### config.mk
export PLATFORM = sky130hd
export DESIGN_NAME = chte_ram
export DESIGN_NICKNAME = d
export VERILOG_FILES = /design/src/hdl/chained_hash_table_engine_defines.svh /design/src/hdl/chte_ram.sv
export SDC_FILE = /design/constraint.sdc
export NUM_CORES = 1
export LEC_CHECK = 0
export ABC_AREA = 1
export BUFFER_PORTS_ARGS = -buffer_cell sky130_fd_sc_hd__buf_2
export CAP_MARGIN = 20
export CORE_ASPECT_RATIO = 1.25
export CORE_MARGIN = 10
export CORE_UTILIZATION = 61
export DETAILED_ROUTE_END_ITERATION = 7
export GPL_TIMING_DRIVEN = 0
export PLACE_DENSITY = 0.76
export SETUP_SLACK_MARGIN = 0.02
export SLEW_MARGIN = 15
export SYNTH_ARGS = -nofsm -noshare
export SYNTH_HDL_FRONTEND = slang
export SYNTH_SLANG_ARGS = --single-unit
### constraint.sdc
create_clock -name clk -period 1.15 [get_ports clk]
set_input_delay 0 -clock clk [delete_from_list [all_inputs] [get_ports clk]]
set_output_delay 0 -clock clk [all_outputs]
set_load 0.1 [all_outputs]
### src/hdl/chained_hash_table_engine_defines.svh
`ifndef CHAINED_HASH_TABLE_ENGINE_DEFINES_SVH
`define CHAINED_HASH_TABLE_ENGINE_DEFINES_SVH

// Checks that a condition on this cycle implies another on the same cycle.
`define CHTE_ASSERT_NOW(label, a, c) \
    label: assert property (@(posedge clk) disable iff (!rst_n) (a) |-> (c)) \
        else $error("chte check failed");

// Checks that a condition on this cycle implies another on the next cycle.
`define CHTE_ASSERT_NEXT(label, a, c) \
    label: assert property (@(posedge clk) disable iff (!rst_n) (a) |=> (c)) \
        else $error("chte check failed");

`endif

### src/hdl/chte_ram.sv
module chte_ram #(
    parameter int WIDTH = 8,
    parameter int DEPTH = 16
) (
    input  logic                     clk,
    input  logic                     we,
    input  logic [$clog2(DEPTH)-1:0] waddr,
    input  logic [WIDTH-1:0]         wdata,
    input  logic [$clog2(DEPTH)-1:0] raddr,
    output logic [WIDTH-1:0]         rdata
);

    logic [WIDTH-1:0] mem [DEPTH];

    always_ff @(posedge clk)
    begin
        if (we)
        begin
            mem[waddr] <= wdata;
        end
        rdata <= mem[raddr];
    end

endmodule
## Word level (Yosys, flattened, before mapping)

Memories as Yosys holds them, arrays and structs flattened. A register that Yosys moved wholly into a read port is not among the register bits.
Cells that the tools add are included.

- Input bits: 18
- Output and inout bits: 8
- Register bits after elaboration: 0
- Word-level logic and storage cells: 3
- Memory bits (writable): 128
- Memories: 1

Memories:

| name | words | width | rd ports | clocked after Yosys merged registers in | write ports | line | text |
|---|---|---|---|---|---|---|---|
| mem | 16 | 8 | 1 | 1 | 1 | chte_ram.sv:13 | `logic [WIDTH-1:0] mem [DEPTH];` |

- Muxes and demuxes: 2

Operator list:

| operator | number |
|---|---|
| $mux 1 | 2 |

## Longest topological paths before layout

- Depth after elaboration: 2
- Gate-level depth with buffers: 8
- Depth with buffers taken out: 7

## Worst setup path after synthesis

Ideal clock, no wire load.

- Kind: input to register
- From: input port waddr[2]
- To: memory mem[10][0] (enable)
- Library setup time: 0.370 ns
- Arrival: 0.581 ns
- Setup slack: 0.199 ns
- Required time: 0.780 ns
- Stages: 2
- Path buffers: 0
- Cells stage by stage: nand3b_1 nor2_1

RTL lines:

| what | line | text |
|---|---|---|
| start, declared | chte_ram.sv:7 | `input logic [$clog2(DEPTH)-1:0] waddr,` |
| end, declared | chte_ram.sv:13 |  |

Straight into the memory's write port.

## Final worst setup path

- From: input port waddr[3]
- To: memory mem[7][1] (enable)

Straight into the memory's write port.

==> results_dict.tcl <==
set metrics [dict create \
    run_status "completed" \
    die_h_um 129 \
    cap_violations 0 \
    final_nets 614 \
    coreArea_um2 9170 \
    min_period_ns 1.10 \
    hold_class "input pin to flip-flop" \
    initial_core_util_pct 62.9 \
    regArea_um2 4000 \
    fill_cells 649 \
    multi_input_area_um2 1210 \
    synth_seq_cells 136 \
    powerDensity_nw_per_um2 1780 \
    vias_per_cell 5.56 \
    min_path_cells 1 \
    reg2reg_depth 6 \
    gp_congestion 0.911 \
    final_cell_mix "nand2_1 (173), edfxtp_1 (128), inv_1 (100)" \
    grt_max_degree 17 \
    drtIter0Drc 605 \
    endpoint_kind "flip-flop" \
    cts_sinks 136 \
    start_kind "input pin" \
    dr.pass1.iters 5 \
    fin_tns_setup_ns 0 \
    power.leakage_nw 2.91 \
    min_to "mem[11][7]" \
    min_from "wdata[7]" \
    skew_ns 0.00486 \
    cts_max_level 4 \
    fp-row-count 39 \
    syn_avg_cell_area_um2 10.5 \
    fin_util_pct 72.8 \
    clockBufferDepth 2 \
    drc_errors 0 \
    rsz0062_at_grt "false" \
    cts_buffers 17 \
    r2r-start "mem[0][0]" \
    fin_area_um2 6680 \
    fmax_mhz 907 \
    hold_viol_final 0 \
    clk_latency_ns 0.42 \
    ios 26 \
    grt_first_pass_wirelength_mm 21.7 \
    antenna_cells 0 \
    antenna_left 0 \
    critPathRequiredTime_ns 1.19 \
    io_buffers 22 \
    grt_pass1_vias 4099 \
    finalPower_mw 11.9 \
    synth_cell_types 12 \
    synth_warnings 0 \
    reg2reg_slack_ns 0.09 \
    cts_tree "done" \
    wl_per_cell_um 18.9 \
    post_dp_cell_area_um2 6030 \
    antenna_found_initial 0 \
    syn_inst 551 \
    drive_gt1_share_pct 12.3 \
    drt-total-wl_mm 13.8 \
    seq_area_frac_synth_pct 69.4 \
    grt_usage_pct 21.0 \
    die_area_um2 13800 \
    finalSetupViolCount 0 \
    grt_overflow 0 \
    crit_path_max_fanout 8 \
    cts-root-buf "clkbuf_16" \
    worstPathArrival_ns 1.15 \
    cts.clk_slew.worst_paths_ns 0.06 \
    syn2layout_area_growth_pct 15.8 \
    tightest_slew_ns 0.922 \
    route.vias.total 4064 \
    layout_commonest_cell "nand2_1" \
    hpwl_mm 8.85 \
    ir_drop_mv 1.25 \
    dieWidth_um 107 \
    synthesis.nets 569 \
    worstSetupPathType "input pin to flip-flop" \
    min_period_over_period_pct 95.9 \
    synth_area_um2 5770 \
    relSlewSlack_pct 38.3 \
    drv_slew 0 \
    reg2reg_to "rdata[0]" \
]
[synthesized netlist by cell type]
cell        n  area, um2
edfxtp_1  128       3840
nor2_1     17       63.8
dfxtp_1     8        160
buf_1       1       3.75
buf_6       6       67.6
nand3b_1    2       15.0
inv_2       2       7.51
nand2_1   173        649
buf_2      13       65.1
nand3_1    97        485
buf_4       4       30.0
inv_1     100        375
[cell type report]
class | instances | share of cell area, %
timing repair buffer | 26 | 2.55
clock buffer | 17 | 6.37
sequential | 136 | 60.0
tap | 123 | 2.31
clock inverter | 14 | 2.38
buffer | 24 | 2.49
multi-input combinational | 289 | 18.2
inverter | 102 | 5.74
[critical path, stage by stage]
cell and delay, ns:
buf_2 0.12, nand3b_1 0.27, nor2_1 0.76
[per-stage QoR]
step | cells | setup slack [ns] | hold WS [ns]
global route | 731 | 0.0346 | 0.0283
global placement | 696 | -0.307 | 0.415
finish | 731 | 0.0477 | 0.0244
CTS | 731 | 0.111 | 0.0122
floorplan | 551 | 0.199 | 0.0989
detailed placement | 696 | -0.326 | 0.420
[how the worst max path moves through the flow]
stage | slack (ns) | startpoint | endpoint
floorplan | 0.20 | waddr[2] | mem[10][0]
global placement | -0.31 | waddr[3] | mem[7][2]
detailed placement | -0.33 | waddr[3] | mem[7][0]
CTS | 0.11 | waddr[3] | mem[7][3]
global route | 0.03 | waddr[3] | mem[7][3]
finish | 0.05 | waddr[3] | mem[7][1]
[report_power, final]
| part | leakage [nW] | internal, mW | switching, mW |
|---|---|---|---|
| logic | 1.41 | 0.241 | 0.747 |
| clock network | 0.273 | 3.36 | 1.99 |
| registers | 1.22 | 5.54 | 0.0300 |
[sequential cells by signal, summed over array words and instances (netlist names)]
name and count:
rdata 8, mem 128
[timing repair]
item                                    4_1_cts  5_1_grt
endpoints found under the hold margin        25        0
endpoints found under the setup margin        8        0
setup buffers                                 0        0
resized for setup                             8        0
hold buffers                                  4        0
[per-layer routing]
layer	GRT usage (%)	up-vias	share of wire, %
met5	0	-	0
met4	11.3	0	3.1
met3	5.59	47	10
met2	33.5	272	47
met1	25.8	1884	39
li1	-	1861	-
[cell families (layout without fill, tap and decap cells)]
logic type / Yosys count / after routing / synth area share, %
simple gates: 289 / 289 / 21.0
buf+inv: 126 / 183 / 9.52
flops: 136 / 136 / 69.4
Note: power is estimated with default switching activity, not from simulation.
